--- src/hdl/tet_pkg.sv ---
package tet_pkg;

	localparam int SLOTS_DEF     = 16;
	localparam int TIME_BITS_DEF = 48;

	typedef enum logic [1:0] {
		REQ_SCHED   = 2'd0,
		REQ_CANCEL  = 2'd1,
		REQ_SETWAIT = 2'd2,
		REQ_TICK    = 2'd3
	} req_t;

	typedef enum logic [2:0] {
		ST_SCHEDULED = 3'd0,
		ST_FULL      = 3'd1,
		ST_FIRED     = 3'd2,
		ST_IDLE_TICK = 3'd3,
		ST_ACCEPTED  = 3'd4,
		ST_NOT_LIVE  = 3'd5
	} status_t;

	typedef enum logic [2:0] {
		S_IDLE,
		S_EXEC,
		S_PRIME,
		S_SCAN,
		S_FLUSH
	} state_t;

	// controller -> datapath
	typedef struct packed {
		logic load;   // capture request, clear scan index
		logic exec;   // carry out a non-tick request
		logic eval;   // evaluate scanned slot
		logic flush;  // emit final tick result
	} cmd_t;

	// datapath -> controller
	typedef struct packed {
		logic is_tick;   // request at the input is a tick
		logic out_free;  // output register can take a transfer now
		logic need_out;  // evaluating this slot emits a result
		logic scan_end;  // scan index is at the last slot
	} sts_t;

endpackage

--- src/hdl/timed_event_table_core.sv ---
// Schedule, cancel and set-wait are captured in the request registers; their result then
// goes to the output register. A tick primes the read of the slot RAMs, scans each slot in
// turn and ends with a flush; a fired slot's result leaves one firing later, the last one
// at the flush. The block takes no new request until the current one is done, and the
// scan walks the slot RAMs through a single read port; output stalls hold the block.
// Reset (arst_n, async): all slots free and not cancelled, no result pending, no clearing pass.
module timed_event_table_core #(
	parameter int SLOTS     = tet_pkg::SLOTS_DEF,
	parameter int TIME_BITS = tet_pkg::TIME_BITS_DEF
) (
	input  logic        clk,
	input  logic        arst_n,
	// request channel
	input  logic        in_valid,
	output logic        in_stall,
	input  logic [1:0]  req_type,
	input  logic [3:0]  slot,
	input  logic [31:0] wait_ms,
	input  logic        repeat_req,
	input  logic        restart,
	input  logic [47:0] now_ms,
	// result channel
	output logic        out_valid,
	input  logic        out_stall,
	output logic [2:0]  status,
	output logic [3:0]  slot_out,
	output logic        last
);

	import tet_pkg::*;

	cmd_t cmd;
	sts_t sts;

	// Controller: walks request / scan / flush phases, waits on the output register.
	tet_ctrl u_ctrl (
		.clk      (clk),
		.arst_n   (arst_n),
		.in_valid (in_valid),
		.in_stall (in_stall),
		.sts      (sts),
		.cmd      (cmd)
	);

	// Datapath: live/cancel flags in flops, trigger time, wait and recurring flag
	// in RAMs, one saturating adder, a one-deep holding slot for the newest firing
	// so the final result of a tick can carry last, and the output register.
	tet_dp #(
		.SLOTS     (SLOTS),
		.TIME_BITS (TIME_BITS)
	) u_dp (
		.clk        (clk),
		.arst_n     (arst_n),
		.cmd        (cmd),
		.sts        (sts),
		.req_type   (req_type),
		.slot       (slot),
		.wait_ms    (wait_ms),
		.repeat_req (repeat_req),
		.restart    (restart),
		.now_ms     (now_ms),
		.out_valid  (out_valid),
		.out_stall  (out_stall),
		.status     (status),
		.slot_out   (slot_out),
		.last       (last)
	);

	// an accepted request leaves the block busy in the cycle after the transfer
	assert property (@(posedge clk) disable iff (!arst_n)
		(in_valid && !in_stall) |=> in_stall)
		else $error("request transfer did not make the block busy");

	// controller issues at most one command per cycle
	assert property (@(posedge clk) disable iff (!arst_n)
		$onehot0({cmd.load, cmd.exec, cmd.eval, cmd.flush}))
		else $error("conflicting datapath commands");

	// results are only written into a free output register
	assert property (@(posedge clk) disable iff (!arst_n)
		(cmd.exec || cmd.flush || (cmd.eval && sts.need_out)) |-> sts.out_free)
		else $error("result pushed into a full output register");

	// after the final tick result the block returns to accepting requests
	assert property (@(posedge clk) disable iff (!arst_n)
		cmd.flush |=> !in_stall)
		else $error("block stayed busy after tick flush");

endmodule

--- src/hdl/tet_ram.sv ---
module tet_ram #(
	parameter int WIDTH = 32,
	parameter int DEPTH = 16,
	localparam int AW = (DEPTH > 1) ? $clog2(DEPTH) : 1
) (
	input  logic             clk,
	input  logic             we,
	input  logic [AW-1:0]    waddr,
	input  logic [WIDTH-1:0] wdata,
	input  logic [AW-1:0]    raddr,
	output logic [WIDTH-1:0] rdata
);

	logic [WIDTH-1:0] mem [DEPTH];
	logic [WIDTH-1:0] rdata_q;

	always_ff @(posedge clk) begin
		if (we) begin
			mem[waddr] <= wdata;
		end
		rdata_q <= mem[raddr];
	end

	assign rdata = rdata_q;

endmodule

--- src/hdl/tet_ctrl.sv ---
module tet_ctrl (
	input  logic          clk,
	input  logic          arst_n,
	input  logic          in_valid,
	output logic          in_stall,
	input  tet_pkg::sts_t sts,
	output tet_pkg::cmd_t cmd
);

	import tet_pkg::*;

	state_t state_q, state_d;

	always_ff @(posedge clk or negedge arst_n) begin
		if (!arst_n) begin
			state_q <= S_IDLE;
		end else begin
			state_q <= state_d;
		end
	end

	always_comb begin
		state_d  = state_q;
		cmd      = '0;
		in_stall = 1'b1;
		unique case (state_q)
			S_IDLE: begin
				in_stall = 1'b0;
				if (in_valid) begin
					cmd.load = 1'b1;
					state_d  = sts.is_tick ? S_PRIME : S_EXEC;
				end
			end
			S_EXEC: begin
				if (sts.out_free) begin
					cmd.exec = 1'b1;
					state_d  = S_IDLE;
				end
			end
			S_PRIME: begin
				state_d = S_SCAN;
			end
			S_SCAN: begin
				if (sts.out_free || !sts.need_out) begin
					cmd.eval = 1'b1;
					if (sts.scan_end) begin
						state_d = S_FLUSH;
					end
				end
			end
			S_FLUSH: begin
				if (sts.out_free) begin
					cmd.flush = 1'b1;
					state_d   = S_IDLE;
				end
			end
			default: begin
				state_d = S_IDLE;
			end
		endcase
	end

endmodule

--- src/hdl/tet_dp.sv ---
module tet_dp #(
	parameter int SLOTS     = tet_pkg::SLOTS_DEF,
	parameter int TIME_BITS = tet_pkg::TIME_BITS_DEF
) (
	input  logic          clk,
	input  logic          arst_n,
	input  tet_pkg::cmd_t cmd,
	output tet_pkg::sts_t sts,
	input  logic [1:0]    req_type,
	input  logic [3:0]    slot,
	input  logic [31:0]   wait_ms,
	input  logic          repeat_req,
	input  logic          restart,
	input  logic [47:0]   now_ms,
	output logic          out_valid,
	input  logic          out_stall,
	output logic [2:0]    status,
	output logic [3:0]    slot_out,
	output logic          last
);

	import tet_pkg::*;

	localparam int IW    = (SLOTS > 1) ? $clog2(SLOTS) : 1;
	localparam int SUM_W = ((TIME_BITS > 32) ? TIME_BITS : 32) + 1;

	function automatic logic [TIME_BITS-1:0] sat_add(input logic [TIME_BITS-1:0] a,
			input logic [31:0] b);
		logic [SUM_W-1:0] s;
		s = SUM_W'(a) + SUM_W'(b);
		if (s[SUM_W-1:TIME_BITS] != '0) begin
			sat_add = '1;
		end else begin
			sat_add = s[TIME_BITS-1:0];
		end
	endfunction

	// captured request
	req_t                 req_q;
	logic [3:0]           tgt_q;
	logic [31:0]          wait_q;
	logic                 rep_q;
	logic                 rst_q;
	logic [TIME_BITS-1:0] now_q;

	logic [SLOTS-1:0] live_q;
	logic [SLOTS-1:0] dropped_q;
	logic [IW-1:0]    idx_q;
	logic             pend_q;
	logic [IW-1:0]    pend_slot_q;

	logic             out_valid_q;
	status_t          status_q;
	logic [3:0]       slot_out_q;
	logic             last_q;

	// RAM hookup
	logic [IW-1:0]        rd_addr;
	logic [TIME_BITS-1:0] ft_rd, ft_wd;
	logic [31:0]          per_rd;
	logic                 perd_rd;
	logic                 ft_we, per_we, perd_we;
	logic [IW-1:0]        ft_wa, per_wa;

	logic          free_found;
	logic [IW-1:0] free_idx;
	logic [IW-1:0] tgt_i;
	logic          tgt_ok;
	logic          scan_end;
	logic          fire;
	logic          out_free;
	logic          push;
	status_t       push_status;
	logic [3:0]    push_slot;
	logic          push_last;

	// lowest free slot
	always_comb begin
		free_found = 1'b0;
		free_idx   = '0;
		for (int i = SLOTS - 1; i >= 0; i--) begin
			if (!live_q[i]) begin
				free_found = 1'b1;
				free_idx   = IW'(i);
			end
		end
	end

	assign tgt_i    = IW'(tgt_q);
	assign tgt_ok   = (32'(tgt_q) < SLOTS) && live_q[tgt_i];
	assign scan_end = (idx_q == IW'(SLOTS - 1));
	assign fire     = live_q[idx_q] && !dropped_q[idx_q] && (now_q >= ft_rd);
	assign out_free = !out_valid_q || !out_stall;

	assign sts.is_tick  = (req_t'(req_type) == REQ_TICK);
	assign sts.out_free = out_free;
	assign sts.need_out = fire && pend_q;
	assign sts.scan_end = scan_end;

	// keep the read on the current slot unless it is being retired
	assign rd_addr = (cmd.eval && !scan_end) ? idx_q + IW'(1) : idx_q;

	// one saturating adder serves all trigger-time updates
	assign ft_wd = sat_add(now_q, (req_q == REQ_TICK) ? per_rd : wait_q);

	always_comb begin
		ft_we   = 1'b0;
		ft_wa   = idx_q;
		per_we  = 1'b0;
		per_wa  = free_idx;
		perd_we = 1'b0;
		if (cmd.exec) begin
			if (req_q == REQ_SCHED && free_found) begin
				ft_we   = 1'b1;
				ft_wa   = free_idx;
				per_we  = 1'b1;
				perd_we = 1'b1;
			end else if (req_q == REQ_SETWAIT && tgt_ok) begin
				ft_we  = rst_q;
				ft_wa  = tgt_i;
				per_we = 1'b1;
				per_wa = tgt_i;
			end
		end else if (cmd.eval) begin
			ft_we = fire && perd_rd;
		end
	end

	always_comb begin
		push        = 1'b0;
		push_status = ST_ACCEPTED;
		push_slot   = '0;
		push_last   = 1'b1;
		if (cmd.exec) begin
			push = 1'b1;
			unique case (req_q) inside
				REQ_SCHED: begin
					push_status = free_found ? ST_SCHEDULED : ST_FULL;
					push_slot   = free_found ? 4'(free_idx) : 4'd0;
				end
				REQ_CANCEL, REQ_SETWAIT: begin
					push_status = tgt_ok ? ST_ACCEPTED : ST_NOT_LIVE;
				end
				default: begin
					push_status = ST_IDLE_TICK;
				end
			endcase
		end else if (cmd.eval) begin
			push        = fire && pend_q;
			push_status = ST_FIRED;
			push_slot   = 4'(pend_slot_q);
			push_last   = 1'b0;
		end else if (cmd.flush) begin
			push        = 1'b1;
			push_status = pend_q ? ST_FIRED : ST_IDLE_TICK;
			push_slot   = pend_q ? 4'(pend_slot_q) : 4'd0;
		end
	end

	always_ff @(posedge clk) begin
		if (cmd.load) begin
			req_q  <= req_t'(req_type);
			tgt_q  <= slot;
			wait_q <= wait_ms;
			rep_q  <= repeat_req;
			rst_q  <= restart;
			now_q  <= TIME_BITS'(now_ms);
		end
		if (cmd.eval && fire) begin
			pend_slot_q <= idx_q;
		end
		if (push) begin
			status_q   <= push_status;
			slot_out_q <= push_slot;
			last_q     <= push_last;
		end
	end

	always_ff @(posedge clk or negedge arst_n) begin
		if (!arst_n) begin
			live_q      <= '0;
			dropped_q   <= '0;
			idx_q       <= '0;
			pend_q      <= 1'b0;
			out_valid_q <= 1'b0;
		end else begin
			if (cmd.load) begin
				idx_q  <= '0;
				pend_q <= 1'b0;
			end
			if (cmd.exec) begin
				if (req_q == REQ_SCHED && free_found) begin
					live_q[free_idx]    <= 1'b1;
					dropped_q[free_idx] <= 1'b0;
				end else if (req_q == REQ_CANCEL && tgt_ok) begin
					dropped_q[tgt_i] <= 1'b1;
				end
			end
			if (cmd.eval) begin
				if (fire) begin
					pend_q <= 1'b1;
					if (!perd_rd) begin
						live_q[idx_q] <= 1'b0;
					end
				end else if (dropped_q[idx_q]) begin
					live_q[idx_q] <= 1'b0;
				end
				if (!scan_end) begin
					idx_q <= idx_q + IW'(1);
				end
			end
			if (cmd.flush) begin
				pend_q <= 1'b0;
			end
			if (push) begin
				out_valid_q <= 1'b1;
			end else if (!out_stall) begin
				out_valid_q <= 1'b0;
			end
		end
	end

	tet_ram #(.WIDTH(TIME_BITS), .DEPTH(SLOTS)) u_ft_ram (
		.clk   (clk),
		.we    (ft_we),
		.waddr (ft_wa),
		.wdata (ft_wd),
		.raddr (rd_addr),
		.rdata (ft_rd)
	);

	tet_ram #(.WIDTH(32), .DEPTH(SLOTS)) u_per_ram (
		.clk   (clk),
		.we    (per_we),
		.waddr (per_wa),
		.wdata (wait_q),
		.raddr (rd_addr),
		.rdata (per_rd)
	);

	tet_ram #(.WIDTH(1), .DEPTH(SLOTS)) u_perd_ram (
		.clk   (clk),
		.we    (perd_we),
		.waddr (free_idx),
		.wdata (rep_q),
		.raddr (rd_addr),
		.rdata (perd_rd)
	);

	assign out_valid = out_valid_q;
	assign status    = status_q;
	assign slot_out  = slot_out_q;
	assign last      = last_q;

endmodule

--- config.mk ---
export PLATFORM = sky130hd
export DESIGN_NAME = timed_event_table_core
export DESIGN_NICKNAME = d
export VERILOG_FILES = /design/src/hdl/tet_pkg.sv /design/src/hdl/timed_event_table_core.sv /design/src/hdl/tet_ram.sv /design/src/hdl/tet_ctrl.sv /design/src/hdl/tet_dp.sv
export SDC_FILE = /design/constraint.sdc
export NUM_CORES = 2
export LEC_CHECK = 0
export BUFFER_PORTS_ARGS = -buffer_cell sky130_fd_sc_hd__buf_2
export CELL_PAD_IN_SITES_DETAIL_PLACEMENT = 2
export CELL_PAD_IN_SITES_GLOBAL_PLACEMENT = 2
export CORE_ASPECT_RATIO = 2
export CORE_MARGIN = 2
export CORE_UTILIZATION = 45
export CTS_CLUSTER_SIZE = 20
export DETAILED_ROUTE_END_ITERATION = 7
export GPL_TIMING_DRIVEN = 0
export MAX_ROUTING_LAYER = met4
export PLACE_DENSITY = 0.82
export SLEW_MARGIN = 20
export SYNTH_ARGS = -nofsm -noshare
export SYNTH_HDL_FRONTEND = slang
export SYNTH_HIERARCHICAL = 1
export SYNTH_SLANG_ARGS = --single-unit
--- constraint.sdc ---
create_clock -name clk -period 9.7 [get_ports clk]
set_input_delay 2.425 -clock clk [delete_from_list [all_inputs] [get_ports clk]]
set_output_delay 2.425 -clock clk [all_outputs]
set_load 0.03 [all_outputs]
---- Word-level counts from Yosys, hierarchy flattened ----
Memories as Yosys holds them, arrays and structs flattened. A register that Yosys moved wholly into a read port is not among the register bits.
Cells that the tools add are included.
operators by class
  equal/unequal tests ..................... 14
  bitwise logic cells ..................... 6
  $lt $le $gt $ge ......................... 7
  muxes and demuxes ....................... 116
  reduce and logical (&&, ||, !) cells .... 26
  $add $sub $neg .......................... 2
operator list
  cell                                                                                  number
  16-bit two-way mux                                                                    8
  4-bit two-way mux                                                                     32
  1-bit two-way mux                                                                     58
  48-bit by 32-bit adder with 49-bit output                                             1
  48-bit greater-or-equal comparator                                                    1
  48-bit two-way mux                                                                    1
  16-bit bitwise AND                                                                    2
  32-bit two-way mux                                                                    1
  16-bit inverter                                                                       2
  16-bit bitwise OR                                                                     2
  3-bit two-way mux                                                                     7
  4-bit by 5-bit < comparator with 1-bit output (second input constant)                 3
  1-bit binary-select mux with 4-bit select                                             3
  1-bit demux with 4-bit select                                                         3
  4-bit by 1-bit greater-or-equal comparator with 1-bit output (second input constant)  3
  1-bit logical AND                                                                     12
  3-bit one-hot mux with 4 select lines                                                 1
  2-bit by 1-bit != test with 1-bit output (second input constant)                      4
  2-bit equality test (second input constant)                                           3
  3-bit by 2-bit equality test with 1-bit output (second input constant)                2
  3-bit one-hot mux with 2 select lines                                                 1
  1-bit logical NOT                                                                     5
  4-bit by 1-bit adder with 4-bit output (second input constant)                        1
  4-bit equality test (second input constant)                                           1
  other kinds (12)                                                                      14
word-level totals
  RAM bits ................................ 1,296
  bits in registers ....................... 141
  memories kept ........................... 3
  input bits .............................. 92
  output and inout port bits .............. 10
  word-level logic and storage cells ...... 190
memories
  memory               words  bits a word  rd ports  clocked after memory_dff  wr ports  line           text
  u_dp.u_ft_ram.mem    16     48           1         1                         1         tet_ram.sv:14  logic [WIDTH-1:0] mem [DEPTH];
  u_dp.u_per_ram.mem   16     32           1         1                         1         tet_ram.sv:14
  u_dp.u_perd_ram.mem  16     1            1         1                         1         tet_ram.sv:14

---- Logic depth before layout (Yosys ltp) ----
  word-level depth ........................ 27
  mapped depth ............................ 19
  mapped depth without buffers ............ 17

---- Modules after synthesis ----
The synthesis kept the hierarchy.
modules (own cells, without submodules)
  module                     sequential area each (um2)  times used  cells each  area each (um2)
  tet_ram (u_dp.u_ft_ram)    24,023.0                    1           1,242       29,691.0
  tet_ram (u_dp.u_per_ram)   16,015.4                    1           838         19,836.5
  tet_dp                     3,953.8                     1           932         9,521.6
  tet_ram (u_dp.u_perd_ram)  500.5                       1           47          745.7
  tet_ctrl                   75.1                        1           27          222.7

---- Worst setup path before layout ----
OpenSTA, ideal clock, no wires.
  path kind ............................... input -> register
  start point ............................. input port out_stall
  end point ............................... memory u_dp/u_ft_ram/mem[0][0] (netlist bit) (enable)
  buffers on the path ..................... 2
  arrival ................................. 7.527 ns
  setup time .............................. 0.513 ns
  path slack .............................. 1.660 ns
  data required time ...................... 9.187 ns
  stages .................................. 9
  path through ............................ nand2_1 buf_4 inv_1 a21oi_1 clkbuf_1 nand2_1 o32ai_1 or3b_2 nor3_1
RTL lines
  element          line                          text
  start, declared  timed_event_table_core.sv:24  input logic out_stall,
  end, declared    tet_ram.sv:14

==> metrics <==
status=finished, final reports clean; Post-Syn Nets=around 3,300; final period utilization=89.4%; post-synthesis cell type count=between 80 and 90; initial core utilization=45.3%; yosys warns=6; Ports=102; Die Wd=262 microns; final RePlAce weighted congestion=0.831; Tmin final=8.67 ns; clock insertion delay at the later pin of the skew report=0.82 ns; DR vias/cell=6.88; CTS clk-pin slew, worst paths=0.07 ns; count leader, synth=edfxtp_1; Max Freq=115 MHz; total CTS buffers=137; final HPWL from detailed placement=between 100,000 and 150,000 microns; Slew HR=between 20% and 30%; Post-CTS Resized=0; Final Core Density=52.4%; Post-synth ARST share=around 2.7%; unrepaired setup endpoints after global routing=no; CP Class=reg -> reg; commonest cells in the synthesized netlist=edfxtp_1 (1,396), mux4_2 (332), nand2_1 (168); Yosys reg bits=around 1,500; Final Max Slew Viols=0; Hold WC Path Type=reg -> reg; Filler Cell Count=11,300; Root Buffer Master=clkbuf_16; Post-synth EDFFs=1,396; Worst EP arrival=9.16 ns; P per Cell Area=327 mW/mm^2; Post-CTS Setup Inserts=0; Multi-input gate area=around 0.015 sq mm; Worst Tran Pin Value=1.19 ns; final hold slack=0.522 ns; Avg Inst Size Synth=19.4 sq um; leakage=about 23 nW; drt total wl=234,000 microns; DRT iter0 DRCs=about 4,700; vias=approximately 36,000; placement row count=189; Area Overhead vs Synth=15.7%; CTS sink count=1,518; TritonRoute pass-1 iters=5; global-route wire length before repair=roughly 330,000 microns; core area=0.132 sq mm; Worst Setup End Kind=flop; area leader, netlist=edfxtp_1; Main synth FF type=edfxtp_1; port buffer count=between 100 and 150; share of layout cells above drive strength 1=26.2%; average wire per standard cell=between 40 and 50 microns; Max Buffers Root-to-Sink=3; Final nets=3,616; antenna violations before repair=8; CTS tree=done; DRC violations left=0; CP startpoint kind=flop; Critical Path RT=between 10 and 15 ns; synth top area cells=edfxtp_1 (70%), mux4_2 (12%), dfxtp_1 (2.7%); setup violators final=0; chip height=roughly 520 microns; Remaining Overflow, GRT=0; synthesized cell area=between 0.06 and 0.07 sq mm; sequential cell area=0.0446 sq mm; total power=22.7 mW; Max-Cap Viols=0; post-synthesis sequential area ratio=74.3%; vias in the first global route=38,800; CTS Hold Bufs=0; H-tree levels=4; share of the synthesized area in the top cell type=a little over two thirds; CP Max Fanout=10; die area=0.136 sq mm; pin count of the biggest net entering global routing=42; Post-DRT Antenna Nets=0; endpoints failing hold=0; peak supply drop=0.000201 V; Layout Skew=0.0522 ns; Syn Inst Count=3,086; GRT Total Usage=between 30% and 40%
[worst max-delay path, cell delays in order (launching register included)]
cell,delay (ns)
edfxtp_1,0.45
ha_1,0.39
a21o_1,0.20
a21o_1,0.19
a221oi_2,0.41
o21ai_1,0.36
a2111oi_2,0.80
o31ai_2,0.41
nand2_1,0.44
nor2_1,0.13
a21oi_1,0.50
clkbuf_1,0.58
nand2_1,0.32
o32ai_1,0.82
nand3b_1,0.56
nor3_2,0.52
buf_4,0.32
buf_4,0.25
buf_4,0.21
buf_4,0.24
buf_4,0.21
[state kept, by name, summed over array words and instances (netlist names), 16 cells and up]
name	count
u_dp/u_ft_ram/rdata	48
u_dp/u_perd_ram/mem	16
u_dp/u_per_ram/mem	512
u_dp/u_ft_ram/mem	768
u_dp/now_q	48
u_dp/dropped_q	16
u_dp/wait_q	32
u_dp/u_per_ram/rdata	32
u_dp/live_q	16
[layer usage]
metal / routed length, microns / vias up / global-route usage [%]
met5: 0 / - / -
met4: 17800 / 0 / 22.1
met3: 17000 / 919 / 5.32
met2: 123000 / 2686 / 61.1
met1: 76200 / 19300 / 37.9
li1: - / 13300 / -
[report_power, final]
| group | total (mW) | internal (mW) | switching [mW] |
|---|---|---|---|
| Clock | 5.94 | 3.21 | 2.73 |
| Sequential | 9.27 | 8.78 | 0.486 |
| Combinational | 7.48 | 2.45 | 5.03 |
[cell families (layout without fill, tap and decap cells)]
group	count (synthesis)	after routing	share of synthesized area (%)
other	0	3	0
adders and majority gates	89	89	1.87
and+or+nand+nor	388	388	3.05
buffers and inverters	228	690	1.70
xor gates and xnor gates	33	33	0.482
AOI/OAI and AO/OA	451	451	5.13
DFF	1518	1518	74.3
muxes	379	379	13.5
[metrics by stage]
step	instances	TNS (ns)	area [sq um]	setup WS, ns
after floorplan	3086	0	60000	1.66
after global placement	4906	-1731.60	62700	-4.74
after detailed placement	5014	0	64700	1.53
after CTS	5266	0	69400	1.31
after global routing	5270	0	69400	1.02
final	5270	0	69400	1.03
[cells in the final DEF, fill, tap and decap left out, types with 16 or more instances in the layout]
cell,instances
ha_1,88
a21o_1,26
buf_2,124
a31oi_1,32
nor2_4,25
dfrtp_1,41
nand3_1,19
clkinvlp_4,17
edfxtp_1,1396
a22oi_1,162
xnor2_1,20
nand2_1,168
mux2_2,33
a21oi_1,103
clkbuf_16,143
buf_6,16
buf_4,73
inv_1,79
buf_16,29
nand4_1,16
o21ai_0,24
mux4_2,332
clkinv_2,22
buf_1,28
buf_12,24
nor2_1,53
clkbuf_1,75
dfxtp_1,81
[final timing paths]
path / from / end / slack [ns] / cells after the start
setup / recovery: u_dp/now_q[29]$_DFFE_PP_ / u_dp/u_ft_ram/mem[8][32]$_DFFE_PP_ / 1.03 / 20
hold / removal: u_dp/idx_q[3]$_DFF_PN0_ / u_dp/pend_slot_q[3]$_DFFE_PP_ / 0.52 / 0
setup reg to reg: u_dp/now_q[29]$_DFFE_PP_ / u_dp/u_ft_ram/mem[8][32]$_DFFE_PP_ / 1.03 / 20
hold reg to reg: u_dp/idx_q[3]$_DFF_PN0_ / u_dp/pend_slot_q[3]$_DFFE_PP_ / 0.52 / 0
max in group asynchronous: arst_n / u_dp/dropped_q[1]$_DFFE_PN0P_ / 7.64 / 1
min in group asynchronous: arst_n / u_ctrl/state_q[1]$_DFFE_PN0P_ / 1.65 / 1
[final cells by class]
class                   instances  share of cell area (%)
inverters                      85                   0.459
well taps                    1719                    3.10
diodes                          3                  0.0108
multi-input cells            1340                    21.3
plain buffers                 143                    1.01
clock buffers                 175                    5.54
flip-flops and latches       1518                    64.2
repair buffers                210                    3.25
clock inverters                77                    1.19
(Power assumes the default switching activity.)
